--- src/rtl/core/amrf_pkg.sv ---
package amrf_pkg;

	localparam int NSLOT = 17;
	localparam int SLOT_W = $clog2(NSLOT);

	localparam logic [1:0] CFG_BASE = 2'd0;
	localparam logic [1:0] CFG_MODE = 2'd1;
	localparam logic [1:0] CFG_IRQ  = 2'd2;

	localparam logic [9:0] BASE_RST = 10'h220;
	localparam logic [3:0] IRQ_RST  = 4'd5;

	// mixer register addresses
	localparam logic [7:0] MIX_00 = 8'h00;
	localparam logic [7:0] MIX_02 = 8'h02;
	localparam logic [7:0] MIX_06 = 8'h06;
	localparam logic [7:0] MIX_08 = 8'h08;
	localparam logic [7:0] MIX_0C = 8'h0c;
	localparam logic [7:0] MIX_14 = 8'h14;
	localparam logic [7:0] MIX_1C = 8'h1c;
	localparam logic [7:0] MIX_22 = 8'h22;
	localparam logic [7:0] MIX_26 = 8'h26;
	localparam logic [7:0] MIX_28 = 8'h28;
	localparam logic [7:0] MIX_2E = 8'h2e;
	localparam logic [7:0] MIX_30 = 8'h30;
	localparam logic [7:0] MIX_32 = 8'h32;
	localparam logic [7:0] MIX_36 = 8'h36;
	localparam logic [7:0] MIX_38 = 8'h38;
	localparam logic [7:0] MIX_3E = 8'h3e;
	localparam logic [7:0] MIX_40 = 8'h40;
	localparam logic [7:0] MIX_04 = 8'h04;

	localparam logic [7:0] MASK_PAIR = 8'hee;
	localparam logic [7:0] MASK_LOW  = 8'h0e;
	localparam logic [7:0] OFS_20    = 8'h20;
	localparam logic [7:0] OFS_10    = 8'h10;
	localparam logic [7:0] UNLISTED  = 8'h0a;
	localparam logic [7:0] ID_BYTE0  = 8'h16;
	localparam logic [7:0] ID_BYTE1  = 8'h88;
	localparam logic [1:0] MIDI_HI   = 2'b11;

	localparam logic [2:0] CAP_MIC   = 3'd1;
	localparam logic [2:0] CAP_CD    = 3'd2;
	localparam logic [2:0] CAP_LINE  = 3'd3;
	localparam logic [2:0] CAP_MIXER = 3'd4;

	// readable registers, one slot each
	localparam logic [7:0] MIX_ADDR [NSLOT] = '{
		8'h02, 8'h04, 8'h06, 8'h0a, 8'h0c, 8'h0e, 8'h14, 8'h22, 8'h26,
		8'h28, 8'h2e, 8'h30, 8'h32, 8'h36, 8'h38, 8'h3e, 8'h40
	};
	localparam logic [7:0] MIX_PAT [NSLOT] = '{
		8'h00, 8'hee, 8'h00, 8'h00, 8'h00, 8'h00, 8'h88, 8'hee, 8'hee,
		8'hee, 8'h00, 8'h00, 8'h88, 8'h88, 8'h88, 8'h00, 8'h00
	};
	localparam logic [NSLOT-1:0] PAT_HIT = 17'b0_1111_0111_1111_1010;

	localparam logic [SLOT_W-1:0] SLOT_0C = SLOT_W'(4);
	localparam logic [SLOT_W-1:0] SLOT_0E = SLOT_W'(5);

	typedef struct packed {
		logic load_item;
		logic primary;
		logic mirror;
		logic finish;
	} cmd_t;

	function automatic logic [3:0] midi_irq_of(input logic [2:0] mode);
		logic [3:0] r;
		unique case (mode)
			3'd3: r = 4'd11;
			3'd4: r = 4'd9;
			3'd5: r = 4'd5;
			3'd6: r = 4'd7;
			3'd7: r = 4'd10;
			default: r = 4'd0;
		endcase
		return r;
	endfunction

endpackage

--- src/rtl/core/amrf_ifs.sv ---
interface amrf_req_if;
	logic       valid;
	logic       ready;
	logic       action;
	logic       port_select;
	logic [7:0] write_data;

	modport source(output valid, action, port_select, write_data, input ready);
	modport sink(input valid, action, port_select, write_data, output ready);
endinterface

interface amrf_rsp_if;
	logic       valid;
	logic       ready;
	logic [7:0] read_data;
	logic       stereo_on;
	logic       output_filter_on;
	logic       input_filter_on;
	logic       input_filter_high;
	logic [2:0] capture_source;
	logic [9:0] midi_port_base;
	logic [3:0] midi_port_irq;
	logic       gameport_on;

	modport source(output valid, read_data, stereo_on, output_filter_on, input_filter_on,
		input_filter_high, capture_source, midi_port_base, midi_port_irq, gameport_on,
		input ready);
	modport sink(input valid, read_data, stereo_on, output_filter_on, input_filter_on,
		input_filter_high, capture_source, midi_port_base, midi_port_irq, gameport_on,
		output ready);
endinterface

--- src/rtl/core/audio_mixer_register_file.sv ---
// Mixer register file, reached through an index port and a data port.
// req carries one bus access per item: action (0 read, 1 write),
// port_select (0 index port, 1 data port) and write_data.
// rsp returns one item per access: read_data (zero on writes) and the
// decoded mixer state after the access (filters, stereo, capture source,
// MIDI base and interrupt, joystick enable).
// The response is valid once the response register is loaded. One access is
// in flight at a time; the sequencer takes the item, then does the primary
// register update or read, then the mirror updates, then loads the response
// register, and takes the next item only after it has returned to idle.
// The response register decouples the sides: when rsp stalls, the next item
// is still accepted and worked, and waits in its last step until rsp frees.
// cfg_write/cfg_index/cfg_data set base address (0), ID mode (1) and DSP
// interrupt (2); write them only while idle.
// Reset loads the mixer reset pattern, clears index, ID position, capture
// source and MIDI decode, enables the joystick port and restores config.
module audio_mixer_register_file
	import amrf_pkg::*;
(
	input  logic        clk,
	input  logic        arst_n,
	amrf_req_if.sink    req,
	amrf_rsp_if.source  rsp,
	input  logic        cfg_write,
	input  logic [1:0]  cfg_index,
	input  logic [9:0]  cfg_data
);

	cmd_t cmd;

	amrf_ctrl u_ctrl (
		.clk       (clk),
		.arst_n    (arst_n),
		.req_valid (req.valid),
		.req_ready (req.ready),
		.rsp_valid (rsp.valid),
		.rsp_ready (rsp.ready),
		.cmd       (cmd)
	);

	amrf_dpath u_dpath (
		.clk               (clk),
		.arst_n            (arst_n),
		.cmd               (cmd),
		.action            (req.action),
		.port_select       (req.port_select),
		.write_data        (req.write_data),
		.cfg_write         (cfg_write),
		.cfg_index         (cfg_index),
		.cfg_data          (cfg_data),
		.read_data         (rsp.read_data),
		.stereo_on         (rsp.stereo_on),
		.output_filter_on  (rsp.output_filter_on),
		.input_filter_on   (rsp.input_filter_on),
		.input_filter_high (rsp.input_filter_high),
		.capture_source    (rsp.capture_source),
		.midi_port_base    (rsp.midi_port_base),
		.midi_port_irq     (rsp.midi_port_irq),
		.gameport_on       (rsp.gameport_on)
	);

endmodule

--- src/rtl/core/amrf_ctrl.sv ---
module amrf_ctrl
	import amrf_pkg::*;
(
	input  logic clk,
	input  logic arst_n,
	input  logic req_valid,
	output logic req_ready,
	output logic rsp_valid,
	input  logic rsp_ready,
	output cmd_t cmd
);

	localparam logic [1:0] ST_IDLE = 2'd0;
	localparam logic [1:0] ST_PRIM = 2'd1;
	localparam logic [1:0] ST_MIRR = 2'd2;
	localparam logic [1:0] ST_DONE = 2'd3;

	logic [1:0] state_q;
	logic [1:0] state_d;
	logic       rsp_valid_q;

	assign req_ready = (state_q == ST_IDLE);
	assign rsp_valid = rsp_valid_q;

	always_comb begin
		cmd.load_item = 1'b0;
		cmd.primary   = 1'b0;
		cmd.mirror    = 1'b0;
		cmd.finish    = 1'b0;
		state_d       = state_q;
		unique case (state_q)
			ST_IDLE: begin
				if (req_valid) begin
					cmd.load_item = 1'b1;
					state_d       = ST_PRIM;
				end
			end
			ST_PRIM: begin
				cmd.primary = 1'b1;
				state_d     = ST_MIRR;
			end
			ST_MIRR: begin
				cmd.mirror = 1'b1;
				state_d    = ST_DONE;
			end
			ST_DONE: begin
				if (!rsp_valid_q || rsp_ready) begin
					cmd.finish = 1'b1;
					state_d    = ST_IDLE;
				end
			end
			default: state_d = ST_IDLE;
		endcase
	end

	always_ff @(posedge clk or negedge arst_n) begin
		if (!arst_n) begin
			state_q     <= ST_IDLE;
			rsp_valid_q <= 1'b0;
		end else begin
			state_q <= state_d;
			if (cmd.finish)
				rsp_valid_q <= 1'b1;
			else if (rsp_ready)
				rsp_valid_q <= 1'b0;
		end
	end

endmodule

--- src/rtl/core/amrf_dpath.sv ---
module amrf_dpath
	import amrf_pkg::*;
(
	input  logic       clk,
	input  logic       arst_n,
	input  cmd_t       cmd,
	input  logic       action,
	input  logic       port_select,
	input  logic [7:0] write_data,
	input  logic       cfg_write,
	input  logic [1:0] cfg_index,
	input  logic [9:0] cfg_data,
	output logic [7:0] read_data,
	output logic       stereo_on,
	output logic       output_filter_on,
	output logic       input_filter_on,
	output logic       input_filter_high,
	output logic [2:0] capture_source,
	output logic [9:0] midi_port_base,
	output logic [3:0] midi_port_irq,
	output logic       gameport_on
);

	logic       act_q;
	logic       sel_q;
	logic [7:0] wd_q;

	logic [9:0] base_q;
	logic       mode_q;
	logic [3:0] irq_q;

	logic [7:0] idx_q;
	logic [1:0] idpos_q;
	logic [2:0] cap_q;
	logic [9:0] mbase_q;
	logic [3:0] mirq_q;
	logic       game_q;
	logic [7:0] rd_q;
	logic [7:0] mreg_q [NSLOT];

	logic       data_wr;
	logic       pat_load;
	logic       wa_en;
	logic [7:0] wa_addr;
	logic [7:0] wa_data;
	logic       wb_en;
	logic [7:0] wb_addr;
	logic [7:0] wb_data;
	logic [7:0] rd_val;
	logic [7:0] reg_val;
	logic [7:0] id_val;

	assign data_wr = act_q && sel_q;

	always_comb begin
		pat_load = 1'b0;
		wa_en    = 1'b0;
		wa_addr  = idx_q;
		wa_data  = wd_q;
		wb_en    = 1'b0;
		wb_addr  = idx_q + OFS_10;
		wb_data  = wd_q;
		if (cmd.primary && data_wr) begin
			if (idx_q == MIX_00)
				pat_load = 1'b1;
			else
				wa_en = 1'b1;
		end
		if (cmd.mirror && data_wr) begin
			unique case (idx_q)
				MIX_02, MIX_06, MIX_08: begin
					wa_en   = 1'b1;
					wa_addr = idx_q + OFS_20;
					wa_data = {wd_q[3:1], 1'b0, wd_q[3:1], 1'b0};
				end
				MIX_14: begin
					wa_en   = 1'b1;
					wa_addr = MIX_04;
					wa_data = wd_q & MASK_PAIR;
				end
				MIX_22, MIX_26, MIX_28, MIX_2E: begin
					wa_en   = 1'b1;
					wa_addr = idx_q - OFS_20;
					wa_data = wd_q & MASK_LOW;
					wb_en   = 1'b1;
				end
				MIX_30, MIX_32, MIX_36, MIX_38, MIX_3E: begin
					wa_en   = 1'b1;
					wa_addr = idx_q - OFS_10;
					wa_data = wd_q & MASK_PAIR;
				end
				default: wa_en = 1'b0;
			endcase
		end
	end

	always_comb begin
		reg_val = UNLISTED;
		for (int k = 0; k < NSLOT; k++) begin
			if (idx_q == MIX_ADDR[k])
				reg_val = mreg_q[k];
		end
		if (idx_q == MIX_00)
			reg_val = MIX_00;
	end

	always_comb begin
		unique case (idpos_q)
			2'd0: id_val = ID_BYTE0;
			2'd1: id_val = ID_BYTE1;
			2'd2: id_val = {6'd0, base_q[9:8]};
			default: id_val = base_q[7:0];
		endcase
	end

	always_comb begin
		if (!sel_q)
			rd_val = idx_q;
		else if (idx_q == MIX_40 && mode_q)
			rd_val = id_val;
		else
			rd_val = reg_val;
	end

	always_ff @(posedge clk) begin
		if (cmd.load_item) begin
			act_q <= action;
			sel_q <= port_select;
			wd_q  <= write_data;
		end
		if (cmd.primary)
			rd_q <= act_q ? 8'd0 : rd_val;
		if (cmd.finish) begin
			read_data         <= rd_q;
			stereo_on         <= mreg_q[SLOT_0E][1];
			output_filter_on  <= !mreg_q[SLOT_0E][5];
			input_filter_on   <= !mreg_q[SLOT_0C][5];
			input_filter_high <= mreg_q[SLOT_0C][3];
			capture_source    <= cap_q;
			midi_port_base    <= mbase_q;
			midi_port_irq     <= mirq_q;
			gameport_on       <= game_q;
		end
	end

	always_ff @(posedge clk or negedge arst_n) begin
		if (!arst_n) begin
			base_q <= BASE_RST;
			mode_q <= 1'b0;
			irq_q  <= IRQ_RST;
		end else if (cfg_write) begin
			unique case (cfg_index)
				CFG_BASE: base_q <= cfg_data;
				CFG_MODE: mode_q <= cfg_data[0];
				CFG_IRQ:  irq_q  <= cfg_data[3:0];
				default: ;
			endcase
		end
	end

	always_ff @(posedge clk or negedge arst_n) begin
		if (!arst_n) begin
			for (int k = 0; k < NSLOT; k++)
				mreg_q[k] <= MIX_PAT[k];
		end else begin
			for (int k = 0; k < NSLOT; k++) begin
				if (pat_load && PAT_HIT[k])
					mreg_q[k] <= MIX_PAT[k];
				else if (wb_en && wb_addr == MIX_ADDR[k])
					mreg_q[k] <= wb_data;
				else if (wa_en && wa_addr == MIX_ADDR[k])
					mreg_q[k] <= wa_data;
			end
		end
	end

	always_ff @(posedge clk or negedge arst_n) begin
		if (!arst_n) begin
			idx_q   <= 8'd0;
			idpos_q <= 2'd0;
			cap_q   <= 3'd0;
			mbase_q <= 10'd0;
			mirq_q  <= 4'd0;
			game_q  <= 1'b1;
		end else if (cmd.primary) begin
			if (act_q && !sel_q) begin
				idx_q <= wd_q;
				if (wd_q == MIX_40)
					idpos_q <= 2'd0;
			end else if (!act_q && sel_q && idx_q == MIX_40 && mode_q) begin
				idpos_q <= idpos_q + 2'd1;
			end else if (data_wr) begin
				unique case (idx_q)
					MIX_0C: begin
						if (wd_q[2:1] == 2'b01)
							cap_q <= CAP_CD;
						else if (wd_q[2:1] == 2'b11)
							cap_q <= CAP_LINE;
						else
							cap_q <= CAP_MIC;
					end
					MIX_1C: begin
						if (wd_q[2:0] == 3'b111)
							cap_q <= CAP_MIXER;
						else if (wd_q[2:0] == 3'b110)
							cap_q <= CAP_LINE;
						else if (wd_q[2:1] == 2'b01)
							cap_q <= CAP_CD;
						else
							cap_q <= CAP_MIC;
					end
					MIX_40: begin
						game_q <= wd_q[1];
						if (wd_q[7:5] == 3'd0) begin
							mbase_q <= 10'd0;
							mirq_q  <= 4'd0;
						end else begin
							mbase_q <= {MIDI_HI, 2'b00, wd_q[4:3], 4'd0};
							mirq_q  <= (wd_q[7:5] == 3'd2) ? irq_q : midi_irq_of(wd_q[7:5]);
						end
					end
					default: ;
				endcase
			end
		end
	end

endmodule

--- src/flat_wrapper.sv ---
// flat-port wrapper written by rule: the top's interface ports become plain ports
module audio_mixer_register_file_flat import amrf_pkg::*;
  (clk, arst_n, cfg_write, cfg_index, cfg_data, req_valid, req_action, req_port_select, req_write_data, req_ready, rsp_valid, rsp_read_data, rsp_stereo_on, rsp_output_filter_on, rsp_input_filter_on, rsp_input_filter_high, rsp_capture_source, rsp_midi_port_base, rsp_midi_port_irq, rsp_gameport_on, rsp_ready);
  amrf_req_if req_i ();
  amrf_rsp_if rsp_i ();
  input  logic clk;
  input  logic arst_n;
  input  logic cfg_write;
  input  logic [1:0] cfg_index;
  input  logic [9:0] cfg_data;
  input wire logic [$bits(req_i.valid)-1:0] req_valid;
  input wire logic [$bits(req_i.action)-1:0] req_action;
  input wire logic [$bits(req_i.port_select)-1:0] req_port_select;
  input wire logic [$bits(req_i.write_data)-1:0] req_write_data;
  output wire logic [$bits(req_i.ready)-1:0] req_ready;
  output wire logic [$bits(rsp_i.valid)-1:0] rsp_valid;
  output wire logic [$bits(rsp_i.read_data)-1:0] rsp_read_data;
  output wire logic [$bits(rsp_i.stereo_on)-1:0] rsp_stereo_on;
  output wire logic [$bits(rsp_i.output_filter_on)-1:0] rsp_output_filter_on;
  output wire logic [$bits(rsp_i.input_filter_on)-1:0] rsp_input_filter_on;
  output wire logic [$bits(rsp_i.input_filter_high)-1:0] rsp_input_filter_high;
  output wire logic [$bits(rsp_i.capture_source)-1:0] rsp_capture_source;
  output wire logic [$bits(rsp_i.midi_port_base)-1:0] rsp_midi_port_base;
  output wire logic [$bits(rsp_i.midi_port_irq)-1:0] rsp_midi_port_irq;
  output wire logic [$bits(rsp_i.gameport_on)-1:0] rsp_gameport_on;
  input wire logic [$bits(rsp_i.ready)-1:0] rsp_ready;
  assign req_i.valid = req_valid;
  assign req_i.action = req_action;
  assign req_i.port_select = req_port_select;
  assign req_i.write_data = req_write_data;
  assign req_ready = req_i.ready;
  assign rsp_valid = rsp_i.valid;
  assign rsp_read_data = rsp_i.read_data;
  assign rsp_stereo_on = rsp_i.stereo_on;
  assign rsp_output_filter_on = rsp_i.output_filter_on;
  assign rsp_input_filter_on = rsp_i.input_filter_on;
  assign rsp_input_filter_high = rsp_i.input_filter_high;
  assign rsp_capture_source = rsp_i.capture_source;
  assign rsp_midi_port_base = rsp_i.midi_port_base;
  assign rsp_midi_port_irq = rsp_i.midi_port_irq;
  assign rsp_gameport_on = rsp_i.gameport_on;
  assign rsp_i.ready = rsp_ready;
  audio_mixer_register_file u_core (.clk(clk), .arst_n(arst_n), .req(req_i), .rsp(rsp_i), .cfg_write(cfg_write), .cfg_index(cfg_index), .cfg_data(cfg_data));
endmodule
--- config.mk ---
export PLATFORM = sky130hd
export DESIGN_NAME = audio_mixer_register_file_flat
export DESIGN_NICKNAME = d
export VERILOG_FILES = /design/src/rtl/core/amrf_pkg.sv /design/src/rtl/core/amrf_ifs.sv /design/src/rtl/core/audio_mixer_register_file.sv /design/src/rtl/core/amrf_ctrl.sv /design/src/rtl/core/amrf_dpath.sv /design/src/flat_wrapper.sv
export SDC_FILE = /design/constraint.sdc
export NUM_CORES = 1
export LEC_CHECK = 0
export BUFFER_PORTS_ARGS = -buffer_cell sky130_fd_sc_hd__buf_2
export CAP_MARGIN = 20
export CELL_PAD_IN_SITES_DETAIL_PLACEMENT = 1
export CELL_PAD_IN_SITES_GLOBAL_PLACEMENT = 1
export CORE_MARGIN = 4
export CORE_UTILIZATION = 44
export CTS_CLUSTER_SIZE = 14
export DETAILED_ROUTE_END_ITERATION = 7
export PLACE_DENSITY_LB_ADDON = 0.12
export RECOVER_POWER = 50
export SKIP_CTS_REPAIR_TIMING = 1
export SYNTH_ARGS = -nofsm -noshare
export SYNTH_HDL_FRONTEND = slang
export SYNTH_SLANG_ARGS = --single-unit
--- constraint.sdc ---
create_clock -name clk -period 4 [get_ports clk]
set_input_delay 0 -clock clk [delete_from_list [all_inputs] [get_ports clk]]
set_output_delay 0 -clock clk [all_outputs]
set_load 0.02 [all_outputs]
Word level (Yosys, flattened, before mapping)
Cells that the tools add are included.
Word-level totals
  bits in registers: 230
  bits in latches: 0
  bits in writable memories: 0
  ROM bits: 0
  input bits: 27
  output and inout bits: 32
  logic and storage cells: 312
  memories kept: 0
Cells by class
  add/subtract/negate cells: 5
  $mul: 0
  div/mod/pow operators: 0
  $lt $le $gt $ge: 0
  equal/unequal tests: 74
  shift operators: 0
  muxes and demuxes: 104
  bitwise logic cells: 2
  reductions and logical operators: 86
Operator list (number)
  8-bit 2-to-1 mux: 69
  8-bit by 6-bit equality test with 1-bit output (second input constant): 27
  8-bit by 4-bit equality test with 1-bit output (second input constant): 10
  8-bit by 3-bit equality test with 1-bit output (second input constant): 6
  8-bit one-hot mux with 3 select lines: 2
  1-bit logical AND: 42
  3-bit nonzero test: 13
  8-bit by 5-bit equality test with 1-bit output (second input constant): 4
  8-bit by 7-bit equality test with 1-bit output (second input constant): 4
  8-bit one-hot mux with 4 select lines: 1
  8-bit by 2-bit equality test with 1-bit output (second input constant): 3
  4-bit one-hot mux with 5 select lines: 1
  3-bit equality test (second input constant): 6
  2-bit 2-to-1 mux: 9
  1-bit 2-to-1 mux: 16
  2-bit nonzero test: 7
  13-bit OR reduction: 1
  2-bit equality test (second input constant): 5
  10-bit 2-to-1 mux: 1
  2-bit AND reduction: 5
  5-bit AND reduction: 2
  8-bit by 5-bit adder with 8-bit output (second input constant): 1
  8-bit by 6-bit adder with 8-bit output (second input constant): 1
  2-bit by 1-bit equality test with 1-bit output (second input constant): 4
  21 further kinds: 31

Longest topological paths before layout
  depth in word-level cells: 21
  mapped depth: 16

By module
Synthesis repeated with hierarchy kept, for this count alone.
Unflattened totals
  cells, all modules: 1191
  area total of the unflattened synthesis: 11633.7 µm²
Modules (own cells, without submodules)
  amrf_dpath: instances 1, cells an instance 1173, area each 11428.5 µm², sequential area each 5581.6 µm²
  amrf_ctrl: instances 1, cells an instance 18, area each 205.2 µm², sequential area each 75.1 µm²

Worst setup path after synthesis
OpenSTA, ideal clock, no wires.
  path type: flip-flop to flip-flop
  from: register u_core.u_dpath.idx_q[4]
  to: register u_core.u_dpath.mreg_q[88] (netlist name)
  setup time: 0.122 ns
  arrival time: 3.863 ns
  slack: 0.015 ns
  stages on the path, launching flop included: 14
  buffers on the path: 3
  period minus slack after synthesis: 3.985 ns
  cells stage by stage: dfrtp_1 clkbuf_1 inv_1 ha_1 or3b_1 buf_2 nor3_1 inv_1 fa_1 a221oi_1 a31oi_4 buf_2 o41a_1 a32o_1
On the way
  word-level cells in the longest chain between the ends: 7
  elaborated cells between the ends (all ways): 43
  classes of those cells: 4 x add/sub; 15 x eq/ne; 15 x mux; 9 x reduce/logical
RTL lines
  start, declared: RTL line amrf_dpath.sv:32  | logic [7:0] idx_q;
  start signal, assigned: RTL line amrf_dpath.sv:187  | idx_q <= wd_q;
  branches (longest 7 deep; another with 8-bit by 5-bit subtractor with 8-bit output)
  end signal, assigned by index: RTL line amrf_dpath.sv:168  | mreg_q[k] <= MIX_PAT[k];
  end signal, assigned by index: RTL line amrf_dpath.sv:170  | mreg_q[k] <= wb_data;
  end signal, assigned by index: RTL line amrf_dpath.sv:172  | mreg_q[k] <= wa_data;
  end, declared: RTL line amrf_dpath.sv:39  | logic [7:0] mreg_q [NSLOT];
Parallel ways; which one is timed is not known. The select of a mux whose other input is x is not followed.
A chain may end at the register's enable or synchronous reset.

Worst setup path after layout
  from: register u_core.u_dpath.idx_q[5]
  to: register u_core.u_dpath.mreg_q[72] (netlist name)
On the way
  word-level cells in the longest chain between the ends: 7
  elaborated cells between the ends (all ways): 43
  classes of those cells: 4 x add/sub; 15 x eq/ne; 15 x mux; 9 x reduce/logical
RTL lines
  branches (longest 7 deep; another with 8-bit by 5-bit subtractor with 8-bit output)
Parallel ways; which one is timed is not known. The select of a mux whose other input is x is not followed.

==> results.toml <==
[outcome]
status = "finished with violations"
violations = "negative hold slack, max-capacitance violations, max-slew violations"

[synth]
synthesized_area_per_cell_um2 = 10.1
async_sr_flop_fraction_pct = 81.0
syn_std_cell_area_um2 = 11400
synth_ff_type = "sky130_fd_sc_hd__dfrtp_1"
postSynthCellCount = 1124
synth_enable_flop_cells = 41
yosys_warnings = 0
synth.distinct_cells = 83
yosysSeqAreaShare_pct = 49.8
post_synthesis_sequential_element_count = 216

[clock_network]
cts_buf_count = 25
clk_path_buf_depth = 3
cts.reportedPaths.clkPinSlew_ns = 0.06
clockRootBuffer = "sky130_fd_sc_hd__clkbuf_16"
cts_sinks = 216
tritoncts = "built"
number_of_h_tree_branching_levels = 1
worst_skew_pair.late_latency_ns = 0.55

[worst_setup_path]
cp-start-kind = "flop"
worst-r2r-cell-count = 9
crit_path_end_kind = "flop"
crit_arrival_ns = 4.25
setup.reg_to_reg.worst_slack_ns = 0.15
worst-path-max-fanout = 15
worst_r2r_startpoint = "u_core.u_dpath.idx_q[5]$_DFFE_PN0P_"
cp_top_family = "simple AND/OR/NAND/NOR gates"
timing_worst_setup_path_type = "flop to flop"
critical-path-slowest-cell = "sky130_fd_sc_hd__nor4_1"
regToRegEndpoint = "u_core.u_dpath.mreg_q[72]$_DFFE_PN0P_"
crit_buf_inv = 1
crit_chain = "inv_1, ha_1, or3b_2, a2111o_1, or4_1, and3_2, nor4_1, nor3_4, mux2_2"
timing.critical_path.slowest_cell_delay_ns = 0.60
critical_path_required_ns = 4.40

[detailed_routing]
drt_drc_violations_left = 0
detail_route.vias_per_cell = 6.18
detailedRoute.firstIterationViolations = 946
antenna_violating_nets_post_route = 0
num_vias = 9763
drt_pass1_iterations = 5
wl_mm = 41.0
detail_route.wl_per_cell_um = 26.0

[timing]
hold-worst-slack_ns = -0.0182
finalHoldViolations = 4
finalCritPeriodShare_pct = 96.1
timing.max_slew.rel_slack_pct = -57.7
finalCriticalPeriod_ns = 3.85
fin_skew_ns = 0.0390
grt_setup_unrepaired = "false"
worst_pin_slew_ns = 2.37
finalMaxSlewViolations = 88
clock.fmax_mhz = 260
finalSetupViolations = 0
timing.final.ws_setup_ns = 0.155
fin_setup_tns_ns = 0

[power_and_ir_drop]
irDropWorstVdd_uv = 437
switchingPower_w = 0.00309
p_leak_nw = 5.76
pwr_density_cell_nw_per_um2 = 624
combinationalPowerShare_pct = 32.7
p_seq_share_pct = 39.4
netSwitchingFraction_pct = 37.1
power_report.internal_total_w = 0.00526
power.clock.fraction_pct = 27.9

[min_path]
whs_endpoint = "u_core.u_dpath.irq_q[1]$_DFFE_PN0P_"
holdCritStartpoint = "cfg_index[1]"
min_delay_path_depth = 3
min-delay-path-class = "input port to flop"

[global_routing]
grt_pass1_wl_mm = 62.0
global_route.overflow_total = 0
antenna_found_initial = 0
grt_start_max_net_pins = 89
track_usage_pct = 28.3
first_global_vias = 9878

[floorplanning]
floorplan.die.width_um = 169
fp.dieH_um = 169
design.portCount = 59
core-area_um2 = 25300
initial_utilization_pct = 44.9
die_area_um2 = 28500
rows = 58

[layout]
design.final.nets = 1272
multiInputGateArea_um2 = 5250
final_common_cell = "sky130_fd_sc_hd__dfrtp_1"
highest_count_cells_in_the_layout_ignoring_fill_and_taps = "138 x sky130_fd_sc_hd__dfrtp_1, 132 x sky130_fd_sc_hd__nand2_1, 84 x sky130_fd_sc_hd__nor2_1"
num-fill-cells = 2816
seq_area_um2 = 5660
drive_above_1_share_pct = 21.2
insertedDiodeCount = 0
area.growth.synth_to_final_pct = 17.7

[placed_design]
place_ws_ns = 0.139
place.port_buffers = 52
gp_routability_congestion = 0.891
dp.final_hpwl_mm = 28.9

[job]
max_cap_viol_count = 1
[final cells by class]
class	count	share of cell area, %
inverter	36	1.01
sequential	216	42.3
clock buffer	34	5.31
clock inverter	12	0.842
timing repair buffer	155	8.23
multi-input combinational	796	39.2
tap	330	3.09
[cells by family (layout without fill, tap and decap cells)]
logic type	Yosys count	after routing	synth area share, %
other	1	6	0.0330
buffers and inverters	117	237	4.27
AO/OA/AOI/OAI	296	296	17.9
multiplexers	109	109	10.2
adder cells (fa/ha/maj)	15	15	1.72
XOR/XNOR	2	2	0.154
flip-flops	216	216	49.8
AND/OR/NAND/NOR	368	368	15.9
[Yosys cell counts, types with 8 or more instances]
cell type,instances,area (um^2)
sky130_fd_sc_hd__a21oi_1,53,265
sky130_fd_sc_hd__a221oi_1,8,70.1
sky130_fd_sc_hd__a22o_1,8,70.1
sky130_fd_sc_hd__a22oi_1,8,60.1
sky130_fd_sc_hd__a31oi_1,8,50.1
sky130_fd_sc_hd__a32o_1,11,110
sky130_fd_sc_hd__and2_1,10,62.6
sky130_fd_sc_hd__and3_1,9,56.3
sky130_fd_sc_hd__buf_2,10,50.1
sky130_fd_sc_hd__clkbuf_1,57,214
sky130_fd_sc_hd__dfrtp_1,138,3450
sky130_fd_sc_hd__dfstp_2,37,972
sky130_fd_sc_hd__edfxtp_1,41,1230
sky130_fd_sc_hd__ha_1,14,175
sky130_fd_sc_hd__inv_1,36,135
sky130_fd_sc_hd__mux2_2,58,653
sky130_fd_sc_hd__mux2i_1,51,510
sky130_fd_sc_hd__nand2_1,133,499
sky130_fd_sc_hd__nand3_1,35,175
sky130_fd_sc_hd__nor2_1,85,319
sky130_fd_sc_hd__nor2b_1,8,50.1
sky130_fd_sc_hd__nor3_1,24,120
sky130_fd_sc_hd__o211ai_1,21,158
sky130_fd_sc_hd__o21ai_0,82,410
sky130_fd_sc_hd__o221ai_1,9,78.8
sky130_fd_sc_hd__o22ai_1,11,68.8
sky130_fd_sc_hd__o31ai_1,13,97.6
[tightest hold or removal path: cells and delay by family]
family | cells | cell delay (ns)
buffers and inverters | 1 | 0.12
multiplexers | 1 | 0.19
AND/OR/NAND/NOR | 1 | 0.19
[sequential cells by signal, indices dropped and copies added (netlist names), 2 cells and up]
register / count
u_core.u_dpath.mreg_q: 136
u_core.u_dpath.base_q: 10
u_core.u_dpath.idx_q: 8
u_core.u_dpath.rd_q: 8
u_core.u_dpath.read_data: 8
u_core.u_dpath.wb_data: 8
u_core.u_dpath.irq_q: 4
u_core.u_dpath.midi_port_irq: 4
u_core.u_dpath.mirq_q: 4
u_core.u_dpath.cap_q: 3
u_core.u_dpath.capture_source: 3
u_core.u_dpath.mbase_q: 3
u_core.u_dpath.midi_port_base: 3
u_core.u_ctrl.state_q: 2
u_core.u_dpath.idpos_q: 2
[per-stage QoR]
step                      power, W  util (%)  hold slack [ns]  instance area, um^2  cells
after CTS                  0.00825      51.8           -0.414                13100   1550
after detailed placement   0.00592      48.5            0.139                12300   1504
final                      0.00835      52.8          -0.0182                13400   1579
after global routing       0.00875      52.8          0.00614                13400   1579
after global placement     0.00584      48.5            0.133                12300   1504
after floorplan            0.00485         -           -0.296                11400   1129
[power groups by stage]
| stage | combinational, W | clock [W] | sequential, W |
|---|---|---|---|
| finish | 0.00273 | 0.00233 | 0.00329 |
| global route | 0.00295 | 0.00245 | 0.00335 |
| CTS | 0.00262 | 0.00234 | 0.00328 |
| detailed placement | 0.00260 | 0 | 0.00332 |
| global placement | 0.00255 | 0 | 0.00329 |
| floorplan | 0.00162 | 0 | 0.00323 |
[worst max path at each step]
stage / from / endpoint / slack, ns / depth (start not counted)
floorplan: u_core.u_dpath.idx_q[4]$_DFFE_PN0P_ / u_core.u_dpath.mreg_q[88]$_DFFE_PN0P_ / 0.02 / 13
global placement: u_core.u_dpath.idx_q[5]$_DFFE_PN0P_ / u_core.u_dpath.mreg_q[115]$_DFFE_PN0P_ / 0.23 / 10
detailed placement: u_core.u_dpath.idx_q[5]$_DFFE_PN0P_ / u_core.u_dpath.mreg_q[115]$_DFFE_PN0P_ / 0.14 / 10
CTS: u_core.u_dpath.idx_q[5]$_DFFE_PN0P_ / u_core.u_dpath.mreg_q[115]$_DFFE_PN0P_ / 0.1 / 10
global route: u_core.u_dpath.idx_q[5]$_DFFE_PN0P_ / u_core.u_dpath.mreg_q[129]$_DFFE_PN0P_ / 0.0008 / 11
finish: u_core.u_dpath.idx_q[5]$_DFFE_PN0P_ / u_core.u_dpath.mreg_q[72]$_DFFE_PN0P_ / 0.15 / 9
[per-layer routing]
| layer | wire, um | share of wire (%) | GRT usage, % | vias to the layer above |
|---|---|---|---|---|
| met2 | 19100 | 47 | 45.6 | 335 |
| met5 | 0 | 0 | 0 | - |
| met4 | 1220 | 3.0 | 7.87 | 0 |
| li1 | - | - | - | 4352 |
| met1 | 18100 | 44 | 40.0 | 4993 |
| met3 | 2590 | 6.3 | 4.23 | 83 |
Power figures use the tool's default switching activity.
